--- config.mk ---
export PLATFORM = sky130hd
export DESIGN_NAME = lrumc_cell
export DESIGN_NICKNAME = d
export VERILOG_FILES = /design/src/hw/rtl/lrumc_pkg.sv /design/src/hw/rtl/lrumc_cell.sv
export SDC_FILE = /design/constraint.sdc
export NUM_CORES = 1
export LEC_CHECK = 0
export BUFFER_PORTS_ARGS = -buffer_cell sky130_fd_sc_hd__buf_2
export CAP_MARGIN = 25
export CORE_ASPECT_RATIO = 0.75
export CORE_MARGIN = 1.5
export CORE_UTILIZATION = 49
export CTS_CLUSTER_SIZE = 25
export DETAILED_ROUTE_END_ITERATION = 7
export PLACE_DENSITY = 0.84
export SLEW_MARGIN = 20
export SYNTH_ARGS = -nofsm -noshare
export SYNTH_HDL_FRONTEND = slang
export SYNTH_SLANG_ARGS = --single-unit
--- constraint.sdc ---
create_clock -name clk -period 4.6 [get_ports clk]
set_input_delay 0.46 -clock clk [delete_from_list [all_inputs] [get_ports clk]]
set_output_delay 0.46 -clock clk [all_outputs]
set_load 0.03 [all_outputs]
--- src/hw/rtl/lrumc_pkg.sv ---
`timescale 1ns / 1ps
// ----------------------------------------------------------------------------
// lrumc_pkg
// Shared sizes, codes and cell-chain types for the lru cache miss counter.
// ----------------------------------------------------------------------------
package lrumc_pkg;

    localparam int MAX_WAYS  = 64;
    localparam int ADDR_BITS = 32;
    localparam int CAP_W     = 7;
    localparam int MISS_W    = 32;

    localparam int IDX_W  = (MAX_WAYS > 1) ? $clog2(MAX_WAYS) : 1;
    localparam int RANK_W = IDX_W;
    localparam int LIM_W  = RANK_W + 1;
    localparam int FILL_W = $clog2(MAX_WAYS + 1);
    localparam int CMP_W  = (FILL_W > CAP_W) ? FILL_W : CAP_W;

    localparam logic [CAP_W-1:0]  CAP_RESET = CAP_W'(64);
    localparam logic [RANK_W-1:0] RANK_MAX  = RANK_W'(MAX_WAYS - 1);
    localparam logic [LIM_W-1:0]  LIMIT_ALL = LIM_W'(MAX_WAYS);

    localparam logic ACT_ACCESS = 1'b0;
    localparam logic ACT_REPORT = 1'b1;

    // lookup token that walks down the row of cells
    typedef struct packed {
        logic [ADDR_BITS-1:0] addr;
        logic                 hit;
        logic [IDX_W-1:0]     hit_idx;
        logic [RANK_W-1:0]    hit_rank;
        logic                 found;
        logic [RANK_W-1:0]    best_rank;
        logic [IDX_W-1:0]     best_idx;
    } tok_t;

    // update broadcast to every cell
    typedef struct packed {
        logic                 en;
        logic                 fill;
        logic [IDX_W-1:0]     way;
        logic [LIM_W-1:0]     limit;
        logic [ADDR_BITS-1:0] addr;
    } upd_t;

endpackage

--- src/hw/rtl/lrumc_cell.sv ---
`timescale 1ns / 1ps
// ----------------------------------------------------------------------------
// lrumc_cell
// One cache way: holds tag, valid and recency rank, folds its own match and
// victim candidacy into the passing token, and applies the update broadcast.
// ----------------------------------------------------------------------------
module lrumc_cell (
    input  logic                         clk,
    input  logic                         rst_n,
    input  logic [lrumc_pkg::IDX_W-1:0]  index,
    input  logic [lrumc_pkg::FILL_W-1:0] cap,
    input  lrumc_pkg::tok_t              tok_in,
    output lrumc_pkg::tok_t              tok_out,
    input  lrumc_pkg::upd_t              upd
);
    import lrumc_pkg::*;

    logic [ADDR_BITS-1:0] addr_reg, addr_next;
    logic                 valid_reg, valid_next;
    logic [RANK_W-1:0]    rank_reg, rank_next;
    tok_t                 tok_reg, tok_next;
    logic                 in_use;
    logic                 match;
    logic                 cand;
    logic                 age;

    always_comb
    begin
        in_use = FILL_W'(index) < cap;
        match  = in_use && valid_reg && (addr_reg == tok_in.addr);
        cand   = in_use && valid_reg && (!tok_in.found || (rank_reg > tok_in.best_rank));

        tok_next = tok_in;
        // first match in index order wins
        if (!tok_in.hit && match)
        begin
            tok_next.hit      = 1'b1;
            tok_next.hit_idx  = index;
            tok_next.hit_rank = rank_reg;
        end
        // strictly larger rank replaces, so ties keep the lower index
        if (cand)
        begin
            tok_next.found     = 1'b1;
            tok_next.best_rank = rank_reg;
            tok_next.best_idx  = index;
        end
    end

    always_comb
    begin
        age        = valid_reg && ({1'b0, rank_reg} < upd.limit) && (rank_reg != RANK_MAX);
        addr_next  = addr_reg;
        valid_next = valid_reg;
        rank_next  = rank_reg;
        if (upd.en)
        begin
            if (upd.way == index)
            begin
                rank_next = '0;
                if (upd.fill)
                begin
                    addr_next  = upd.addr;
                    valid_next = 1'b1;
                end
            end
            else if (age)
            begin
                rank_next = rank_reg + 1'b1;
            end
        end
    end

    always_ff @(posedge clk or negedge rst_n)
    begin
        if (!rst_n)
        begin
            valid_reg <= 1'b0;
            rank_reg  <= '0;
        end
        else
        begin
            valid_reg <= valid_next;
            rank_reg  <= rank_next;
        end
    end

    always_ff @(posedge clk)
    begin
        addr_reg <= addr_next;
        tok_reg  <= tok_next;
    end

    assign tok_out = tok_reg;

endmodule

Word level (Yosys, flattened, before mapping)
Cells that the tools add are included.
Widths: inputs -> output; s select.
{"block": "classes", "add_sub_neg": 1, "order_cmp": 3, "eq_ne": 3, "mux": 4, "n_reduce_logical": 12}
{"op": "$eq 32x32->1", "n": 1}
{"op": "$mux 12", "n": 2}
{"op": "$lt 6x7->1", "n": 2}
{"op": "$mux 6", "n": 2}
{"op": "$add 6x1->6 const B", "n": 1}
{"op": "$eq 6x6->1", "n": 1}
{"op": "$gt 6x6->1", "n": 1}
{"op": "$logic_and 1x1->1", "n": 6}
{"op": "$ne 6x6->1 const B", "n": 1}
{"op": "$reduce_and 3->1", "n": 1}
{"op": "$logic_not 1->1", "n": 2}
{"op": "$reduce_and 2->1", "n": 1}
{"op": "$reduce_bool 2->1", "n": 1}
{"op": "$logic_or 1x1->1", "n": 1}
{"block": "word_totals", "reg_bits": 97, "in_bits": 120, "out_inout_bits": 58, "wordCells": 33}

Logic depth before layout (Yosys ltp)
Gate-level depths: netlist of run 1.
{"block": "depth", "depth_word": 5, "depth_mapped": 9, "mapped_depth_nobuf": 8}

Worst setup path after synthesis of run 1
OpenSTA, ideal clock, no wires.
{"block": "synth_path", "path_kind": "in2reg", "startpoint": "in tok_in[30] (netlist bit)", "endpoint": "reg tok_reg, in the netlist tok_out[15]", "setup_time_ns": 0.121, "arrival_time_ns": 2.197, "setup_slack_ns": 2.282, "path_stages": 7, "cell_sequence": "xor2_1 nor4_1 nand4_1 or4_4 nor3_4 buf_12 mux2_4"}
{"element": "from (decl)", "line_no": "lrumc_cell.sv:12", "source": "input lrumc_pkg::tok_t tok_in,"}
{"element": "to (signal assigned)", "line_no": "lrumc_cell.sv:91", "source": "tok_reg <= tok_next;"}
{"element": "to (decl)", "line_no": "lrumc_cell.sv:21", "source": "tok_t tok_reg, tok_next;"}

==> metrics.txt, run 1 <==
status completed; placed cells 540; Total Power around 1.8 mW; Setup WS pre-CTS ~1600 ps; fraction of layout cells with a size suffix above 1 a little under half; routability-driven placement congestion ratio between 0.8 and 0.9; Finished Layout Cells between 500 and 600; warnings from Yosys 0; Clk Latency, worst-skew pair 340 ps; Arrival @ worst endpoint 3040 ps; First-pass DRT Iterations 4; die width approximately 100 um; slowest CP cell nor3_4; fin util around two thirds; commonest non-fill, non-tap cell in the layout buf_2; CTS clk-pin slew, worst paths around 100 ps; Max-slew headroom roughly 43%; first-pass GRT wire length 11.86 mm; PnR worst setup slack around 1800 ps; # nets final between 500 and 600; Startpoint Class flip-flop; footprint of the multi-input gates 0.001294 mm^2; PortBufs between 150 and 200; CTS root buffer clkbuf_8; Post-route DRC 0; Rows 27; cell count after synthesis 263; Static Leakage roughly 2.4 nW; IO Pins roughly 180; critical path data required time a little under 5000 ps; crit path max fanout 13; routed via count 2685; ANT nets after route 0; Core ar. about 0.0073 mm^2; Die ar. roughly 0.0081 mm^2; Worst setup EP type flip-flop; CTS tree yes; Worst Path Buf+Inv 0; minimum clock period approximately 2800 ps; CTS Sinks 97; EDFF count, synth 32; Hold Path Class in -> reg; syn_area_per_cell between 10 and 15 um^2; RSZ-0062 raised after global routing false; family with the most delay on the worst path simple AND/OR/NAND/NOR gates; actual slew at the worst max-slew pin 846.3 ps; final hold vios 0; area taken by flip-flops and latches roughly 0.0023 mm^2; fmax roughly 0.36 GHz; Placement Cell Area 0.004682 mm^2; largest net degree at the start of global routing 34; most frequent cells in the layout buf_2 (177), dfxtp_1 (58), edfxtp_1 (32); ANT cells 0; initial antenna violation count 0; total routed wirelength roughly 7.9 mm; area grow syn2layout 32.41%; vias per std cell roughly 4.8; GRT Total Usage 19.65%; Syn Nets 400; pwr dens roughly 370 mW/mm^2; vias in the first global route around 2600; final setup fails 0; post-DP HPWL ~6.3 mm; Fin Hold WS ~230 ps; H-tree level count 3; Worst path max stage delay between 700 and 800 ps; #FFs+latches synth 97; top_reg_cell synth dfxtp_1; setup TNS 0 ps; async set or reset register ratio after synthesis under 10%; Crit Path Class reg -> reg; finished layout cell area between 0.004 and 0.005 mm^2; Largest register FFs slightly below 60; post-CTS setup buffer count 0; fin. max-slew vios 0; fin crit share slightly above 60%; Die Height approximately 78 um; Starting Density 50.30%; Filler cells 572; Yosys cell types 39; synthesized cell area roughly 0.0037 mm^2; Max Cap Viol 0; peak supply drop 0.2626 mV; initial DRC count about 100; Layout Skew 15.68 ps; routed len/inst 14.23 um; Inserted Clock Buffers 9; clock tree buffer depth 2; sequential-to-total area share from yosys stat between 60% and 70%; total grt overflow 0; cells along the critical path xor2_1, nor4_1, nand4_1, or4_4, nor3_4, mux2_1
[power by group]
group / switching [mW] / internal, mW
Combinational: 0.178 / 0.138
Clock: 0.300 / 0.210
Sequential: 0.0413 / 0.934
[kinds of logic (layout without fill, tap and decap cells)]
logic type,after synthesis,after routing,share of synthesized area [%]
AOI/OAI and AO/OA,27,27,5.463
xor gates and xnor gates,40,40,9.501
DFF,97,97,62.30
and+or+nand+nor,37,37,6.108
adders and majority gates,17,17,5.768
muxes,24,24,8.246
buffers and inverters,21,214,2.613
[area by class of cell]
type	count	share of cell area (%)
clock buffers	10	2.614
clock inverters	6	1.281
inverters	19	1.461
multi-input cells	145	26.50
flip-flops and latches	97	47.05
well taps	101	2.588
repair buffers	179	18.50
[synthesized netlist by cell type (2+ instances only)]
| library cell | instances | area share (%) |
|---|---|---|
| and3_1 | 2 | 0.34 |
| ha_1 | 17 | 5.8 |
| edfxtp_1 | 32 | 26 |
| nor3_1 | 4 | 0.54 |
| nor2_1 | 3 | 0.31 |
| a211o_1 | 2 | 0.48 |
| xnor2_1 | 9 | 2.1 |
| xor2_1 | 31 | 7.4 |
| nand2b_1 | 2 | 0.34 |
| nor2b_1 | 2 | 0.34 |
| inv_1 | 19 | 1.9 |
| dfrtp_1 | 7 | 4.8 |
| o2bb2ai_1 | 2 | 0.48 |
| nand4_1 | 4 | 0.68 |
| mux2_1 | 7 | 2.1 |
| nand2_1 | 4 | 0.41 |
| a21o_1 | 7 | 1.4 |
| a21oi_1 | 8 | 1.1 |
| dfxtp_1 | 58 | 31 |
| mux2_4 | 9 | 3.7 |
| nand3_1 | 4 | 0.54 |
| mux2_2 | 8 | 2.4 |
| nor4_1 | 6 | 1.0 |
[routing by layer]
layer  GRT usage [%]  wire [um]  vias up
li1                -          -     1306
met1           22.25       3130     1244
met2           35.13       4063      125
met3           5.877        600       10
met4           6.486        130        0
met5               0          0        -
[final timing paths]
| check | from | end | slack [ps] | cells past startpoint |
|---|---|---|---|---|
| max in group asynchronous | rst_n | rank_reg[1] | 3940 | 2 |
| hold / removal | tok_in[48] | tok_out[48] | 230 | 1 |
| min in group asynchronous | rst_n | rank_reg[2] | 480 | 2 |
| hold reg to reg | valid_reg | valid_reg | 530 | 1 |
| setup / recovery | addr_reg[21] | tok_out[13] | 1790 | 6 |
| setup reg to reg | addr_reg[21] | tok_out[13] | 1790 | 6 |
[worst register-to-register path: stages (launching register included)]
cell,delay [ps]
edfxtp_1,400
xor2_1,160
nor4_1,390
nand4_1,150
or4_4,510
nor3_4,710
mux2_1,390
[what timing repair did]
item | in CTS | in global routing
gates resized for setup | 0 | 0
hold buffers | 1 | 0
endpoints found under the hold margin | 7 | 0
(Power assumes the default switching activity.)
==> run 2, diff against run 1 <==
Settings changed: CORE_UTILIZATION 49 to 41, PLACE_DENSITY 0.84 to 0.75.
Clock period 4.6 ns to 2.4 ns, I/O delays scaled along.
==> run 2 against run 1 <==
The run now ends with design-rule violations, negative setup slack left. Non-clock buffer count grew 6. Largest power group unchanged. Setup slack lost 1800 ps. Hold slack lost 210 ps.
==> metrics.txt, run 2 (synthesized netlist as in run 1, its figures left out) <==
crit path max fanout 13; First-pass DRT Iterations 8; failing checks design-rule violations, negative setup slack; clock tree buffer depth 2; Arrival @ worst endpoint around 2700 ps; pwr dens ~800 mW/mm^2; Post-route DRC 11; H-tree level count 3; vias per std cell around 4.7; Crit Path Class reg -> reg; PortBufs between 150 and 200; switching component of the power 1.015 mW; CTS root buffer clkbuf_16; sequential cell fraction of total power between 40% and 50%; fin crit share 100.9%; Int Power slightly above 3 mW; Clk Latency, worst-skew pair 340 ps; first-pass GRT wire length around 13 mm; vias in the first global route about 2900; Combinational Power Share around 16%; Finished Layout Cells 570; Rows 29; Clock Power Share a little under two fifths; routability-driven placement congestion ratio between 0.8 and 0.9; ANT cells 0; Switching Share roughly a quarter; status finished with violations; routed via count about 2700; Largest register FFs 58; CTS clk-pin slew, worst paths ~60 ps; routed len/inst 14.72 um; die width roughly 110 um; most frequent cells in the layout buf_2 (177), dfxtp_1 (58), edfxtp_1 (32); final setup fails 7; Die Height about 85 um; CTS tree yes; critical path data required time approximately 2600 ps; Filler cells around 720; largest net degree at the start of global routing 34; total routed wirelength between 8 and 9 mm; RSZ-0062 raised after global routing true; CTS Sinks between 90 and 100; actual slew at the worst max-slew pin approximately 420 ps; area grow syn2layout 38.99%; initial antenna violation count 0; Layout Skew roughly 5.6 ps; ANT nets after route 0; fin. max-slew vios 0; Hold Path Class in -> reg; post-DP HPWL 6.758 mm; GRT Total Usage between 15 and 20%; final hold vios 0; Die ar. between 0.009 and 0.01 mm^2; Inserted Clock Buffers 9; Startpoint Class flip-flop; Core ar. 0.008600 mm^2; finished layout cell area around 0.005 mm^2; fraction of layout cells with a size suffix above 1 between 40% and 50%; total grt overflow 0; # nets final between 500 and 600; Max-slew headroom just over 70%; Starting Density 42.88%; Placement Cell Area 0.004775 mm^2; PnR worst setup slack -22.26 ps; Worst setup EP type flip-flop; peak supply drop 0.7013 mV; commonest non-fill, non-tap cell in the layout buf_2; fmax 0.4128 GHz; initial DRC count a little over 100; IO Pins around 180; Max Cap Viol 0; placed cells 553; minimum clock period roughly 2400 ps; Static Leakage roughly 2.5 nW
## run 2: changes by cell type in the layout (fill, tap and decap cells not counted), sizes merged
cell | before | now
clkbuf | 10 | 11
clkinv | 4 | 2
clkinvlp | 0 | 1
bufinv | 0 | 2
buf | 178 | 184
inv | 21 | 19
## run 2: repair_timing
| item | in CTS | in global routing |
|---|---|---|
| setup endpoints to repair | 12 | 12 |
| gates resized for setup | 1 | 1 |
| endpoints found under the hold margin | 7 | 0 |
| hold buffers | 1 | 0 |
| buffers inserted | 0 | 0 |
## run 2: metrics by stage
step	power, mW	TNS, ps	setup slack (ps)	hold slack, ps	utilization (%)
after floorplan	2.260	0	181.7	-55.59	-
after CTS	4.103	-913.7	-93.09	13.23	59.52
after global routing	4.218	-1325	-128.6	15.38	59.60
after global placement	2.524	-985.6	-96.87	80.51	55.52
final	4.066	-70.97	-22.26	26.11	59.60
after detailed placement	2.550	-595.7	-68.10	78.97	55.52
## run 2: per-layer routing
metal / share of wire, % / GRT usage [%] / vias up / wire length (um)
met5: 0 / 0 / - / 0
met4: 2.1 / 7.250 / 0 / 177
met3: 6.4 / 5.500 / 16 / 534
met2: 50 / 32.74 / 107 / 4202
met1: 41 / 19.67 / 1247 / 3479
li1: - / - / 1316 / -
## run 2: path summary, 6_finish.rpt
kind	slack (ps)	start	cells past startpoint	to
max	-20	addr_reg[25]	8	tok_out[24]
min	30	tok_in[51]	1	tok_out[51]
max reg2reg	-20	addr_reg[25]	8	tok_out[24]
min reg2reg	610	valid_reg	1	valid_reg
max in group asynchronous	1970	rst_n	2	rank_reg[2]
min in group asynchronous	270	rst_n	2	rank_reg[1]
## run 2: power by group through the flow
stage	Clock [mW]	Combinational, mW	Sequential [mW]
after floorplan	0	0.238	2.02
after global placement	0	0.635	1.89
after detailed placement	0	0.653	1.90
after CTS	1.58	0.659	1.86
after global routing	1.64	0.712	1.87
final	1.55	0.653	1.86
## run 2: final cells by class
cell class / count / area (um^2) / area share (%)
clock buffers: 11 / 254.0 / 4.956
clock inverters: 5 / 76.32 / 1.489
inverters: 19 / 71.32 / 1.392
multi-input cells: 145 / 1305 / 25.46
flip-flops and latches: 97 / 2297 / 44.82
well taps: 108 / 135.1 / 2.637
repair buffers: 185 / 985.9 / 19.24
## run 2: critical path: stages (launching register included)
cell	delay, ps
edfxtp_1	380
xor2_1	150
nor4_1	290
buf_4	160
nand4_1	100
or4_4	520
nor3_4	210
buf_12	180
mux2_1	320
==> run 3, diff against run 2 <==
Settings changed: SETUP_SLACK_MARGIN from default to 0.2, SKIP_CTS_REPAIR_TIMING from default to 1.
==> run 3 against run 2 <==
The flow finishes with violations (design-rule violations). First-iteration DRC count increased by 12%. Non-clock buffer count increased by 3. Sequential share of layout area decreased by 0.55 points. Via count decreased by 0.19%. Clock power about the same. Final area increased by 1.3%. Fmax increased by 1.4%. Global-route usage decreased by 0.45 points. Setup slack improved by 32 ps. Combinational power increased by 3%. Critical endpoint is now tok_out[17].
==> metrics.txt, run 3 (synthesized netlist as in run 1, its figures left out) <==
status finished with violations; failing checks design-rule violations; Starting Density between 40% and 50%; vias per std cell ~4.7; routability-driven placement congestion ratio around 0.84; routed via count 2681; final hold vios 0; routed len/inst 14.36 um; Layout Skew roughly 5.0 ps; pwr dens just under 800 mW/mm^2; fraction of layout cells with a size suffix above 1 between 40% and 50%; footprint of the multi-input gates 0.001333 mm^2; Clk Latency, worst-skew pair about 330 ps; Total Power ~4 mW; actual slew at the worst max-slew pin 376.4 ps; RSZ-0062 raised after global routing true; Crit Path Class reg -> reg; ANT cells 0; family with the most delay on the worst path simple AND/OR/NAND/NOR gates; cells along the critical path xor2_1, nor4_1, buf_4, nand4_1, or4_4, nor3_4, buf_6, mux2_4; area grow syn2layout 40.86%; CTS clk-pin slew, worst paths approximately 70 ps; Placement Cell Area 0.004768 mm^2; finished layout cell area around 0.0052 mm^2; clock tree buffer depth 2; Largest register FFs 58; initial DRC count 113; Max Cap Viol 0; crit path max fanout 7; minimum clock period approximately 2400 ps; CTS tree yes; IO Pins 178; critical path data required time roughly 2600 ps; final setup fails 0; first-pass GRT wire length 12.79 mm; commonest non-fill, non-tap cell in the layout buf_2; Worst Path Buf+Inv 2; Fin Hold WS ~27 ps; H-tree level count 3; slowest CP cell or4_4; die width 112.5 um; GRT Total Usage between 10% and 20%; peak supply drop around 0.56 mV; most frequent cells in the layout buf_2 (177), dfxtp_1 (58), edfxtp_1 (32); vias in the first global route 2711; Startpoint Class flip-flop; Worst path max stage delay 520 ps; Rows 29; total routed wirelength 8.227 mm; area taken by flip-flops and latches 0.002300 mm^2; Post-route DRC 14; First-pass DRT Iterations 8; Max-slew headroom approximately 75%; Arrival @ worst endpoint ~2600 ps; # nets final a little under 600; Die ar. 0.009578 mm^2; CTS root buffer clkbuf_16; Worst setup EP type flip-flop; ANT nets after route 0; fmax approximately 0.42 GHz; initial antenna violation count 0; Die Height 85.13 um; fin crit share between 90 and 100%; Static Leakage ~2.5 nW; post-DP HPWL ~6.6 mm; Hold Path Class in -> reg; PortBufs about 180; Inserted Clock Buffers 9; Filler cells 696; fin. max-slew vios 0; CTS Sinks 97; total grt overflow 0; Core ar. about 0.0086 mm^2; largest net degree at the start of global routing 34
run 3: cell types whose count changed in the layout (fill, tap and decap cells not counted), sizes merged:
cell	change
bufinv	-1
inv	+2
clkinv	-2
clkbuf	+2
buf	+2
run 3: per-layer routing:
layer | wire length, um | share of wire (%) | GRT usage (%) | vias to the layer above
li1 | - | - | - | 1326
met1 | 3505 | 43 | 20.89 | 1219
met2 | 4029 | 49 | 30.67 | 124
met3 | 589 | 7.2 | 4.929 | 12
met4 | 102 | 1.2 | 6.099 | 0
met5 | 0 | 0 | 0 | -
run 3: stage by stage:
step	cells	utilization [%]	TNS [ps]	setup slack [ps]
finish	573	60.40	0	10.19
global route	573	60.40	-1174	-110.4
CTS	570	59.33	-519.4	-76.62
detailed placement	554	55.45	-280.9	-54.47
global placement	554	55.45	-26.28	-11.89
floorplan	263	-	0	225.1
run 3: path summary, 6_finish.rpt:
| path | from | to | slack, ps | cells after the start |
|---|---|---|---|---|
| setup reg to reg | addr_reg[1] | tok_out[17] | 10 | 8 |
| min in group asynchronous | rst_n | rank_reg[2] | 270 | 2 |
| hold / removal | tok_in[38] | tok_out[38] | 30 | 1 |
| hold reg to reg | rank_reg[4] | rank_reg[4] | 590 | 1 |
| max in group asynchronous | rst_n | rank_reg[1] | 1950 | 2 |
| setup / recovery | addr_reg[1] | tok_out[17] | 10 | 8 |
run 3: worst register-to-register path: stages (launching register included):
cell and delay (ps):
edfxtp_1 380, xor2_1 150, nor4_1 280, buf_4 160, nand4_1 110, or4_4 520, nor3_4 190, buf_6 190
mux2_4 310
run 3: final cells by class:
| class | count | share of cell area [%] |
|---|---|---|
| flip-flops and latches | 97 | 44.28 |
| inverters | 19 | 1.373 |
| repair buffers | 188 | 19.66 |
| multi-input cells | 145 | 25.66 |
| clock buffers | 12 | 5.372 |
| clock inverters | 4 | 1.060 |
| well taps | 108 | 2.602 |
run 3: report_power, final:
group          internal (mW)  switching, mW  leakage (nW)  total [mW]
Clock                  0.942          0.588         0.160        1.53
Combinational          0.301          0.372          1.47       0.673
Sequential              1.79         0.0661         0.868        1.86
